## src/hw/rtl/brpp_pkg.sv

```systemverilog
// Shared types and constants for the bitmap row padding packer.
// No dependencies; every other file of the block imports this package.
package brpp_pkg;

  localparam int DATA_W         = 8;
  localparam int CFG_W          = 13;
  localparam int RES_W          = 7;
  localparam int RCNT_W         = 3;
  localparam int MAX_WIDTH_DEF  = 4096;
  localparam int MAX_HEIGHT_DEF = 4096;
  localparam int OBUF_DEPTH     = 4;

  // Configuration register indexes.
  localparam int CFG_IDX_W = 1;
  localparam logic [CFG_IDX_W-1:0] CFG_IDX_ROW_WIDTH = 1'b0;
  localparam logic [CFG_IDX_W-1:0] CFG_IDX_ROW_COUNT = 1'b1;

  localparam logic [CFG_W-1:0] ROW_WIDTH_RST = 13'd8;
  localparam logic [CFG_W-1:0] ROW_COUNT_RST = 13'd1;

  typedef struct packed {
    logic [DATA_W-1:0] packed_byte;
    logic              image_end;
  } brpp_result_t;

endpackage

```

## src/hw/rtl/brpp_stream_if.sv

```systemverilog
// Valid/ready stream interfaces for the bitmap row padding packer.
// Depends on brpp_pkg for the byte width.
interface brpp_in_if import brpp_pkg::*; ();
  logic              valid;
  logic              ready;
  logic [DATA_W-1:0] source_byte;

  modport source (output valid, output source_byte, input ready);
  modport sink (input valid, input source_byte, output ready);
endinterface

interface brpp_out_if import brpp_pkg::*; ();
  logic              valid;
  logic              ready;
  logic [DATA_W-1:0] packed_byte;
  logic              image_end;

  modport source (output valid, output packed_byte, output image_end, input ready);
  modport sink (input valid, input packed_byte, input image_end, output ready);
endinterface

```

## src/hw/rtl/brpp_step.sv

```systemverilog
// Combinational step of the packer: merges one source byte into the residual
// and works out the next counters and up to two result bytes. Uses brpp_pkg.
module brpp_step import brpp_pkg::*; #(
  parameter int MAX_WIDTH  = MAX_WIDTH_DEF,
  parameter int MAX_HEIGHT = MAX_HEIGHT_DEF,
  localparam int CW = $clog2(MAX_WIDTH),
  localparam int HW = (MAX_HEIGHT > 1) ? $clog2(MAX_HEIGHT) : 1
) (
  input  logic [CFG_W-1:0]  row_width,
  input  logic [CFG_W-1:0]  row_count,
  input  logic [DATA_W-1:0] source_byte,
  input  logic [CW-1:0]     column_position,
  input  logic [HW-1:0]     row_index,
  input  logic [RES_W-1:0]  residual_bits,
  input  logic [RCNT_W-1:0] residual_count,
  output logic [CW-1:0]     column_position_next,
  output logic [HW-1:0]     row_index_next,
  output logic [RES_W-1:0]  residual_bits_next,
  output logic [RCNT_W-1:0] residual_count_next,
  output logic [1:0]        push_cnt,
  output brpp_result_t      res0,
  output brpp_result_t      res1
);

  localparam int WB = $clog2(MAX_WIDTH + 1);
  localparam int HB = $clog2(MAX_HEIGHT + 1);
  localparam int WW = ((CFG_W > WB) ? CFG_W : WB) + 1;
  localparam int HC = ((CFG_W > HB) ? CFG_W : HB) + 1;
  localparam int ACC_W = RES_W + DATA_W;

  logic [WW-1:0]     w_raw, w_eff, col_ext, diff;
  logic [HC-1:0]     h_raw, h_eff, row_ext;
  logic [3:0]        n;
  logic [DATA_W-1:0] mask8, low_bits, full_byte, flush_byte;
  logic [ACC_W-1:0]  acc;
  logic [3:0]        cnt;
  logic              full, row_done, last_row, image_done, flush;
  logic [RES_W-1:0]  res_a;
  logic [RCNT_W-1:0] rc_a;

  // Zero is taken as one, oversized values saturate to the maximum.
  always_comb begin
    w_raw = WW'(row_width);
    h_raw = HC'(row_count);
    if (w_raw == '0) begin
      w_eff = WW'(1);
    end else if (w_raw > WW'(MAX_WIDTH)) begin
      w_eff = WW'(MAX_WIDTH);
    end else begin
      w_eff = w_raw;
    end
    if (h_raw == '0) begin
      h_eff = HC'(1);
    end else if (h_raw > HC'(MAX_HEIGHT)) begin
      h_eff = HC'(MAX_HEIGHT);
    end else begin
      h_eff = h_raw;
    end
  end

  always_comb begin
    col_ext = WW'(column_position);
    row_ext = HC'(row_index);
    diff    = w_eff - col_ext;
    if (col_ext >= w_eff) begin
      n = 4'd0;
    end else if (diff < WW'(8)) begin
      n = diff[3:0];
    end else begin
      n = 4'd8;
    end

    // The valid pixels of a byte are its low n bits.
    mask8    = DATA_W'((9'h1 << n) - 9'h1);
    low_bits = source_byte & mask8;
    acc      = (ACC_W'(residual_bits) << n) | ACC_W'(low_bits);
    cnt      = 4'(residual_count) + n;
    full     = cnt[3];
    rc_a     = cnt[2:0];
    full_byte = DATA_W'(acc >> rc_a);
    if (full) begin
      res_a = RES_W'(acc & ((ACC_W'(1) << rc_a) - ACC_W'(1)));
    end else begin
      res_a = acc[RES_W-1:0];
    end

    row_done   = (col_ext + WW'(8)) >= w_eff;
    last_row   = (row_ext + HC'(1)) >= h_eff;
    image_done = row_done && last_row;
    flush      = image_done && (rc_a != '0);
    flush_byte = DATA_W'({res_a, 1'b0} << (3'd7 - rc_a));

    if (row_done) begin
      column_position_next = '0;
      row_index_next       = last_row ? '0 : HW'(row_ext + HC'(1));
    end else begin
      column_position_next = column_position + CW'(8);
      row_index_next       = row_index;
    end

    residual_bits_next  = flush ? '0 : res_a;
    residual_count_next = flush ? '0 : rc_a;

    push_cnt = {1'b0, full} + {1'b0, flush};
    if (full) begin
      res0.packed_byte = full_byte;
      res0.image_end   = image_done && !flush;
    end else begin
      res0.packed_byte = flush_byte;
      res0.image_end   = 1'b1;
    end
    res1.packed_byte = flush_byte;
    res1.image_end   = 1'b1;
  end

endmodule

```

## src/hw/rtl/brpp_obuf.sv

```systemverilog
// Small result queue of the packer: takes up to two results a cycle and
// hands out one. Uses brpp_pkg for the result type and depth.
module brpp_obuf import brpp_pkg::*; (
  input  logic         clk,
  input  logic         rst,
  input  logic [1:0]   push_cnt,
  input  brpp_result_t push0,
  input  brpp_result_t push1,
  output logic         room,
  output logic         head_valid,
  output brpp_result_t head,
  input  logic         pop
);

  localparam int PW = $clog2(OBUF_DEPTH);

  brpp_result_t  mem [OBUF_DEPTH];
  logic [PW-1:0] wr_ptr, rd_ptr;
  logic [PW:0]   count;
  logic          do_pop;

  assign head_valid = (count != '0);
  assign head       = mem[rd_ptr];
  assign do_pop     = pop && head_valid;
  // Room for the worst case of two results from one transaction.
  assign room       = (count <= (PW+1)'(OBUF_DEPTH - 2));

  always_ff @(posedge clk) begin
    if (push_cnt != 2'd0) begin
      mem[wr_ptr] <= push0;
    end
    if (push_cnt == 2'd2) begin
      mem[wr_ptr + PW'(1)] <= push1;
    end
  end

  always_ff @(posedge clk) begin
    if (rst) begin
      wr_ptr <= '0;
      rd_ptr <= '0;
      count  <= '0;
    end else begin
      wr_ptr <= wr_ptr + PW'(push_cnt);
      rd_ptr <= rd_ptr + PW'(do_pop);
      count  <= count + (PW+1)'(push_cnt) - (PW+1)'(do_pop);
    end
  end

endmodule

```

## src/hw/rtl/bitmap_row_padding_packer.sv

```systemverilog
// Top level of the bitmap row padding packer: input register, configuration
// registers, packing state, step logic and result queue. Uses brpp_pkg,
// brpp_in_if, brpp_out_if, brpp_step and brpp_obuf.
//
//   channel  direction  payload                      handshake
//   din      in         source_byte[7:0]             valid/ready
//   dout     out        packed_byte[7:0], image_end  valid/ready
//   cfg      in         cfg_index, cfg_data[12:0]    cfg_we, no wait
//
// A source byte is taken every cycle while the queue has room; its results
// are written into the queue when the byte fires and reach dout at the head
// of the queue. The queue of four entries sets the pace: a byte is merged
// only while two entries are free. Reset clears the counters, the residual,
// the queue and sets row_width to 8, row_count to 1. A stall on dout backs
// up through the queue and the input register to din.ready.
module bitmap_row_padding_packer import brpp_pkg::*; #(
  parameter int MAX_WIDTH  = MAX_WIDTH_DEF,
  parameter int MAX_HEIGHT = MAX_HEIGHT_DEF
) (
  input  logic                 clk,
  input  logic                 rst,
  input  logic                 cfg_we,
  input  logic [CFG_IDX_W-1:0] cfg_index,
  input  logic [CFG_W-1:0]     cfg_data,
  brpp_in_if.sink              din,
  brpp_out_if.source           dout
);

  localparam int CW = $clog2(MAX_WIDTH);
  localparam int HW = (MAX_HEIGHT > 1) ? $clog2(MAX_HEIGHT) : 1;

  logic [CFG_W-1:0]  row_width, row_count;
  logic              in_valid;
  logic [DATA_W-1:0] in_byte;
  logic [CW-1:0]     column_position, column_position_next;
  logic [HW-1:0]     row_index, row_index_next;
  logic [RES_W-1:0]  residual_bits, residual_bits_next;
  logic [RCNT_W-1:0] residual_count, residual_count_next;
  logic [1:0]        step_cnt, push_cnt;
  brpp_result_t      res0, res1, head;
  logic              room, head_valid, fire;

  assign fire      = in_valid && room;
  assign din.ready = !in_valid || fire;
  assign push_cnt  = fire ? step_cnt : 2'd0;

  always_ff @(posedge clk) begin
    if (rst) begin
      row_width <= ROW_WIDTH_RST;
      row_count <= ROW_COUNT_RST;
    end else if (cfg_we) begin
      unique case (cfg_index)
        CFG_IDX_ROW_WIDTH: row_width <= cfg_data;
        CFG_IDX_ROW_COUNT: row_count <= cfg_data;
        default: ;
      endcase
    end
  end

  always_ff @(posedge clk) begin
    if (rst) begin
      in_valid <= 1'b0;
    end else if (din.ready) begin
      in_valid <= din.valid;
    end
  end

  always_ff @(posedge clk) begin
    if (din.ready && din.valid) begin
      in_byte <= din.source_byte;
    end
  end

  always_ff @(posedge clk) begin
    if (rst) begin
      column_position <= '0;
      row_index       <= '0;
      residual_bits   <= '0;
      residual_count  <= '0;
    end else if (fire) begin
      column_position <= column_position_next;
      row_index       <= row_index_next;
      residual_bits   <= residual_bits_next;
      residual_count  <= residual_count_next;
    end
  end

  brpp_step #(
    .MAX_WIDTH (MAX_WIDTH),
    .MAX_HEIGHT(MAX_HEIGHT)
  ) u_step (
    .row_width           (row_width),
    .row_count           (row_count),
    .source_byte         (in_byte),
    .column_position     (column_position),
    .row_index           (row_index),
    .residual_bits       (residual_bits),
    .residual_count      (residual_count),
    .column_position_next(column_position_next),
    .row_index_next      (row_index_next),
    .residual_bits_next  (residual_bits_next),
    .residual_count_next (residual_count_next),
    .push_cnt            (step_cnt),
    .res0                (res0),
    .res1                (res1)
  );

  brpp_obuf u_obuf (
    .clk       (clk),
    .rst       (rst),
    .push_cnt  (push_cnt),
    .push0     (res0),
    .push1     (res1),
    .room      (room),
    .head_valid(head_valid),
    .head      (head),
    .pop       (dout.ready)
  );

  assign dout.valid       = head_valid;
  assign dout.packed_byte = head.packed_byte;
  assign dout.image_end   = head.image_end;

endmodule
```

## src/flat_wrapper.sv

```systemverilog
// flat-port wrapper written by rule: the top's interface ports become plain ports
module bitmap_row_padding_packer_flat import brpp_pkg::*;
#(
  parameter int MAX_WIDTH  = MAX_WIDTH_DEF,
  parameter int MAX_HEIGHT = MAX_HEIGHT_DEF
)
  (clk, rst, cfg_we, cfg_index, cfg_data, din_valid, din_source_byte, din_ready, dout_valid, dout_packed_byte, dout_image_end, dout_ready);
  brpp_in_if din_i ();
  brpp_out_if dout_i ();
  input  logic clk;
  input  logic rst;
  input  logic cfg_we;
  input  logic [CFG_IDX_W-1:0] cfg_index;
  input  logic [CFG_W-1:0] cfg_data;
  input wire logic [$bits(din_i.valid)-1:0] din_valid;
  input wire logic [$bits(din_i.source_byte)-1:0] din_source_byte;
  output wire logic [$bits(din_i.ready)-1:0] din_ready;
  output wire logic [$bits(dout_i.valid)-1:0] dout_valid;
  output wire logic [$bits(dout_i.packed_byte)-1:0] dout_packed_byte;
  output wire logic [$bits(dout_i.image_end)-1:0] dout_image_end;
  input wire logic [$bits(dout_i.ready)-1:0] dout_ready;
  assign din_i.valid = din_valid;
  assign din_i.source_byte = din_source_byte;
  assign din_ready = din_i.ready;
  assign dout_valid = dout_i.valid;
  assign dout_packed_byte = dout_i.packed_byte;
  assign dout_image_end = dout_i.image_end;
  assign dout_i.ready = dout_ready;
  bitmap_row_padding_packer #(.MAX_WIDTH(MAX_WIDTH), .MAX_HEIGHT(MAX_HEIGHT)) u_core (.clk(clk), .rst(rst), .cfg_we(cfg_we), .cfg_index(cfg_index), .cfg_data(cfg_data), .din(din_i), .dout(dout_i));
endmodule
```

## config.mk

```make
export PLATFORM = sky130hd
export DESIGN_NAME = bitmap_row_padding_packer_flat
export DESIGN_NICKNAME = d
export VERILOG_FILES = /design/src/hw/rtl/brpp_pkg.sv /design/src/hw/rtl/brpp_stream_if.sv /design/src/hw/rtl/brpp_step.sv /design/src/hw/rtl/brpp_obuf.sv /design/src/hw/rtl/bitmap_row_padding_packer.sv /design/src/flat_wrapper.sv
export SDC_FILE = /design/constraint.sdc
export NUM_CORES = 1
export LEC_CHECK = 0
export BUFFER_PORTS_ARGS = -buffer_cell sky130_fd_sc_hd__buf_2
export CAP_MARGIN = 25
export CORE_MARGIN = 2
export CORE_UTILIZATION = 40
export CTS_CLUSTER_SIZE = 10
export DETAILED_ROUTE_END_ITERATION = 7
export SETUP_SLACK_MARGIN = 0.4
export SLEW_MARGIN = 30
export SYNTH_ARGS = -nofsm -noshare
export SYNTH_HDL_FRONTEND = slang
export SYNTH_SLANG_ARGS = --single-unit
```

## constraint.sdc

```tcl
create_clock -name clk -period 8.05 [get_ports clk]
set_input_delay 0 -clock clk [delete_from_list [all_inputs] [get_ports clk]]
set_output_delay 0 -clock clk [all_outputs]
set_load 0.05 [all_outputs]
```

### Word-level counts from Yosys, hierarchy flattened

Memory sizes are Yosys's and may differ from the RTL's. A register that Yosys moved wholly into a read port is not among the register bits.
Cells that the tools add are included.

* memories kept: 1
* register bits after elaboration: 76
* RAM bits: 36
* logic and storage cells: 78

Memories
* u_core.u_obuf.mem: depth 4, width 9, read ports 1, clocked after memory_dff 1, write ports 2, line brpp_obuf.sv:17 `brpp_result_t mem [OBUF_DEPTH];`

* reductions and logical operators: 17
* mux-type cells: 18
* eq/ne operators: 1
* order comparisons: 7
* bitwise logic cells: 4
* add/sub/neg operators: 14
* shifts and indexed selects: 5

Operators by type and width (number)
* 2-to-1 mux 13 bit: 4
* greater-than comparator 13 bit (second input constant): 2
* zero test 13 bit: 2
* 2-to-1 mux 12 bit: 2
* bitwise OR 15 x 8 -> 15 bit: 1
* << shifter 7 x 4 -> 15 bit: 1
* >> shifter 15 x 3 -> 8 bit: 1
* >= comparator 12 x 14 -> 1 bit: 1
* >= comparator 13 x 14 -> 1 bit: 1
* >= comparator 14 bit: 1
* < comparator 14 x 4 -> 1 bit (second input constant): 1
* 2-to-1 mux 7 bit: 2
* subtractor 14 x 12 -> 14 bit: 1
* adder 12 x 1 -> 13 bit (second input constant): 1
* adder 12 x 4 -> 13 bit (second input constant): 1
* adder 12 x 4 -> 12 bit (second input constant): 1
* 2-to-1 mux 9 bit: 1
* bitwise AND 8 bit: 1
* 2-to-1 mux 4 bit: 2
* << shifter 1 x 4 -> 8 bit (first input constant): 1
* << shifter 8 x 3 -> 8 bit: 1
* subtractor 8 x 1 -> 8 bit (second input constant): 1
* bitwise AND 7 bit: 1
* << shifter 1 x 3 -> 7 bit (first input constant): 1
* 21 further kinds: 34

### Longest topological paths before layout

* depth after elaboration: 15
* mapped depth: 32
* depth with buffers taken out: 27

### Hierarchy

A second synthesis with hierarchy kept.

* cells, all modules: 1079
* area total of the unflattened synthesis: 9570.4 um^2

Modules (own cells, without submodules)
* brpp_step: instances 1, area an instance 4275.4 um^2, seq. area each 0.0 um^2, cells each 671
* bitmap_row_padding_packer: instances 1, area an instance 3059.2 um^2, seq. area each 1461.4 um^2, cells each 274
* brpp_obuf: instances 1, area an instance 2235.9 um^2, seq. area each 1221.2 um^2, cells each 134

### Worst setup path before layout

No wires, ideal clock.

* kind: reg2reg
* start point: register u_core.row_width[12]
* end point: register u_core.u_obuf.count[2]
* buffers on the path: 4
* stages on the path, launching flop included: 31
* arrival time: 5.861 ns
* path slack: 2.061 ns
* required time: 7.922 ns
* cell sequence: dfxtp_1 -> buf_1 -> inv_1 -> clkbuf_1 -> nand2_1 -> inv_1 -> ha_1 -> clkbuf_1 -> nand4_1 -> nor4_1 -> a21oi_1 -> clkbuf_1 -> nand3_1 -> nor3_1 -> ha_1 -> a21o_1 -> xor2_1 -> nor3_1 -> inv_1 -> nand3_1 -> inv_1 -> ha_1 -> nand2_1 -> ha_1 -> inv_1 -> ha_1 -> inv_1 -> fa_1 -> xnor2_1 -> xnor2_1 -> nor2_1

* longest elaborated chain between the ends: 14

RTL lines
* start: declaration: line bitmap_row_padding_packer.sv:32 `logic [CFG_W-1:0] row_width, row_count;`
* start signal: assignment: line bitmap_row_padding_packer.sv:53 `CFG_IDX_ROW_WIDTH: row_width <= cfg_data;`
* greater-than comparator 13 bit: line brpp_step.sv:47 `end else if (w_raw > WW'(MAX_WIDTH)) begin`
* 2-to-1 mux 13 bit: line brpp_step.sv:47
* 2-to-1 mux 13 bit (*): line brpp_step.sv:45 `if (w_raw == '0) begin`
* subtractor 14 x 12 -> 14 bit: line brpp_step.sv:64 `diff = w_eff - col_ext;`
* < comparator 14 x 4 -> 1 bit: line brpp_step.sv:67 `end else if (diff < WW'(8)) begin`
* 2-to-1 mux 4 bit: line brpp_step.sv:67
* 2-to-1 mux 4 bit: line brpp_step.sv:65 `if (col_ext >= w_eff) begin`
* adder 3 x 4 -> 4 bit: line brpp_step.sv:77 `cnt = 4'(residual_count) + n;`
* nonzero test 3 bit: line brpp_step.sv:90 `flush = image_done && (rc_a != '0);`
* logical AND 1 bit: line brpp_step.sv:90
* adder 1 x 1 -> 2 bit (*): line brpp_step.sv:104 `push_cnt = {1'b0, full} + {1'b0, flush};`
* 2-to-1 mux 2 bit (*): line bitmap_row_padding_packer.sv:45 `assign push_cnt = fire ? step_cnt : 2'd0;`
* adder 3 x 2 -> 3 bit (*): line brpp_obuf.sv:45 `count <= count + (PW+1)'(push_cnt) - (PW+1)'(do_pop);`
* subtractor 3 x 1 -> 3 bit (*): line brpp_obuf.sv:45
* end signal: assignment: line brpp_obuf.sv:45
* end: declaration: line brpp_obuf.sv:19 `logic [PW:0] count;`

Every way passes the cells marked *; elsewhere a longest branch is shown, timed or not.
A chain may end at the register's enable or synchronous reset.

==> run metrics <==
syn nets=1,078; htree depth=3; filler-free cell count of the finished design=1,301; Cells after Synth=1,003; row count=52; compound-cell area share of the yosys netlist=25.7%; gpl congestion=0.950; Pins Over Slew Limit=0; clock sinks=109; Crit Path Category=flop to flop; Post-synth EDFFs=40; Via density=5.89; Longest Clk Path Bufs=2; Required @ worst endpoint=8.32 ns; endpoints failing setup=0; # IOs=38; max incr delay on CP=0.63 ns; CTS Buf Count=9; n_diodes=0; overall power=1900 µW; Setup TNS=0 ns; slowest stage cell, crit path=dfxtp_1; total routed wirelength=23.5 mm; largest family of logic cells by synthesized area=compound AO/OA/AOI/OAI gates; post-synthesis sequential area ratio=31.2%; CP top delay family=simple AND/OR/NAND/NOR gates; largest net degree at the start of global routing=52; critical path, cell by cell=inv_1, nand2_1, inv_1, ha_1, a21oi_1, o21ai_0, or3_1, o211ai_1, nand3_1, nor3_1, ha_1, a21o_1, xor2_1, buf_4, nor3_1, inv_1, nand3_1, inv_1, ha_1, o21ai_0, nand2b_1, nand2_1, o22a_1; VDD IR max=138 µV; full die area=0.0219 mm²; remaining antenna violation count=0; Initial Util=40.8%; Arrival @ worst endpoint=7.13 ns; fin nets=1,101; Slew @ Worst Pin=0.920 ns; Worst Hold Class=input pin to flop; layout cell share with drive strength beyond 1=11.1%; Clock Latency Late Sink=0.37 ns; drt wl/cell=18.0 µm; utilization after layout=45.3%; area of the multi-input gates=0.00532 mm²; synthesis-stage register bit count=109; via count=7,657; synthesis-to-layout area growth=11.2%; XOR/XNOR Fraction of Synth Area=3.18%; RSZ-0062 raised after global routing=false; Period minus WS final=6.86 ns; drt pass-1 iters=5; period utilization=85.2%; Reg power frac=34.5%; Detail Placement HPWL=17.2 mm; Fillers=2,061; Die W=148 µm; Avg Inst Size Synth=8.25 µm²; antenna violations before repair=0; dominant cell type by count on the critical path=inv_1; Distinct cells, synth=96; CTS tree=done; vias in the first global route=7,405; sw power=800 µW; worst-path fanout max=17; Crit. End Element=flop; GRT Overall Usage=21.8%; Core ar.=0.0203 mm²; Synth Area in Simple Gates=23.0%; Comb pwr share=41.1%; status=finished, final reports clean; first-pass GRT wire length=38.5 mm; clk_skew=0.0155 ns; total gr overflow=0; Setup crit start kind=flop; switching fraction of total power=42.0%; drc violations=0; WP buf/inv=5; register area=0.00258 mm²; Clock Power Share=24.5%; Post-synth ARST share=0%; Rel. slew slack=38.6%; max_cap viols=0; final hold vios=0; Post-Synth Adder-Cell Area=7.47%; Synth Flop Type=dfxtp_1; DRT iter0 DRCs=728; Int Pwr=1100 µW; setup bufs post-CTS=0; FMAX=0.146 GHz; Die Height=148 µm; pwr dens=207 mW/mm²; mux share of post-synthesis cell area=4.76%; LEAKAGE=0.00355 µW; Ys Warns=0; clk root buf=clkbuf_16; Placed Cells incl. Taps=1,260; post-synthesis cell area=0.00828 mm²; PortBufs=37; clock slew at reported path FFs=0.09 ns
worst register-to-register path, delay by kind of cell, from the launching register on:
kind                       cells  cell delay (ns)
and+or+nand+nor                8             2.35
AOI/OAI and AO/OA              6             1.79
adders and majority gates      3             1.07
buffers and inverters          5             0.78
DFF                            1             0.63
xor gates and xnor gates       1             0.15
cells by family after synthesis:
family | after synthesis
other cells | 1
simple gates | 385
fa+ha+maj | 49
compound gates | 306
xor+xnor | 30
flops | 109
buf+inv | 97
mux | 26
registers in the layout, summed over array words and instances, names as in the netlist:
| name | count |
|---|---|
| u_core.in_valid | 1 |
| u_core.column_position | 9 |
| u_core.u_obuf.rd_ptr | 2 |
| u_core.row_count | 13 |
| u_core.u_obuf.count | 3 |
| u_core.in_byte | 8 |
| u_core.residual_count | 3 |
| u_core.u_obuf.mem | 36 |
| u_core.residual_bits | 7 |
| u_core.row_index | 12 |
| u_core.u_obuf.wr_ptr | 2 |
| u_core.row_width | 13 |
synth_stat cells (11+ instances only):
| cell type | count | area share (%) |
|---|---|---|
| nand2_1 | 145 | 6.6 |
| a21oi_1 | 99 | 6.0 |
| dfxtp_1 | 69 | 17 |
| nor2_1 | 58 | 2.6 |
| clkbuf_1 | 52 | 2.4 |
| ha_1 | 47 | 7.1 |
| edfxtp_1 | 40 | 15 |
| nand3_1 | 38 | 2.3 |
| o21ai_0 | 37 | 2.2 |
| inv_1 | 36 | 1.6 |
| nor3_1 | 34 | 2.1 |
| and3_1 | 22 | 1.7 |
| o22ai_1 | 22 | 1.7 |
| xnor2_1 | 18 | 1.9 |
| a21o_1 | 16 | 1.5 |
| nand2b_1 | 13 | 0.98 |
| o211ai_1 | 13 | 1.2 |
| mux2i_1 | 12 | 1.5 |
| xor2_1 | 12 | 1.3 |
| nand3b_1 | 11 | 1.0 |
| nor4_1 | 11 | 0.83 |
cell type report:
type                    instances  share of cell area [%]
clock inverters                 7                   0.965
inverters                      37                    1.51
repair buffers                 72                    5.55
well taps                     270                    3.67
clock buffers                   9                    2.45
multi-input cells             797                    57.8
flip-flops and latches        109                    28.1
cells in the final DEF (no fill, tap or decap), drive strengths merged, types with 6 or more instances in the layout:
cell type    instances
a21o                16
a21oi              101
a31oi               12
and2                 8
and3                22
buf                 47
clkbuf               9
dfxtp               69
dlygate4sd3         25
edfxtp              40
ha                  47
inv                 42
mux2i               12
mux4                10
nand2              147
nand2b              13
nand3               39
nand3b              11
nand4                8
nor2                59
nor2b                9
nor3                36
nor4                13
o211ai              13
o21a                10
o21ai               47
o22a                 6
o22ai               22
o31ai                6
or3                  7
xnor2               18
xor2                12
layer usage:
layer / vias to the layer above / GRT usage [%] / routed length [µm]
met5: - / 0 / 0
met4: 0 / 7.52 / 668
met3: 48 / 3.12 / 1180
met2: 261 / 36.3 / 11100
met1: 3564 / 29.0 / 10600
li1: 3784 / - / -
power groups by stage:
stage | registers, µW | clock network [µW] | logic, µW
final | 656 | 465 | 781
after detailed placement | 670 | 0 | 760
after CTS | 657 | 479 | 773
after global placement | 670 | 0 | 760
after floorplan | 640 | 0 | 605
after global routing | 662 | 494 | 846
through the flow:
stage	area (µm²)	setup slack [ns]	hold slack, ns
global placement	8630	1.53	0.178
global route	9200	0.448	0.145
detailed placement	8640	1.30	0.179
finish	9200	1.19	0.101
CTS	9200	1.28	0.0993
floorplan	8280	2.06	0.0989
worst paths after layout:
check	from	end	slack, ns	depth (start not counted)
setup / recovery	u_core.row_width[12]$_SDFFE_PP0P_	u_core.u_obuf.mem[0][0]$_SDFFE_PP1P_	1.19	23
hold / removal	dout_ready	u_core.u_obuf.rd_ptr[0]$_SDFF_PP0_	0.10	4
setup reg to reg	u_core.row_width[12]$_SDFFE_PP0P_	u_core.u_obuf.mem[0][0]$_SDFFE_PP1P_	1.19	23
hold reg to reg	u_core.row_width[10]$_SDFFE_PP0P_	u_core.row_width[10]$_SDFFE_PP0P_	0.47	2
timing repair:
item,4_1_cts,5_1_grt
hold buffers,25,0
gates resized for setup,0,0
endpoints found under the hold margin,42,0
Note: power is estimated with default switching activity, not from simulation.
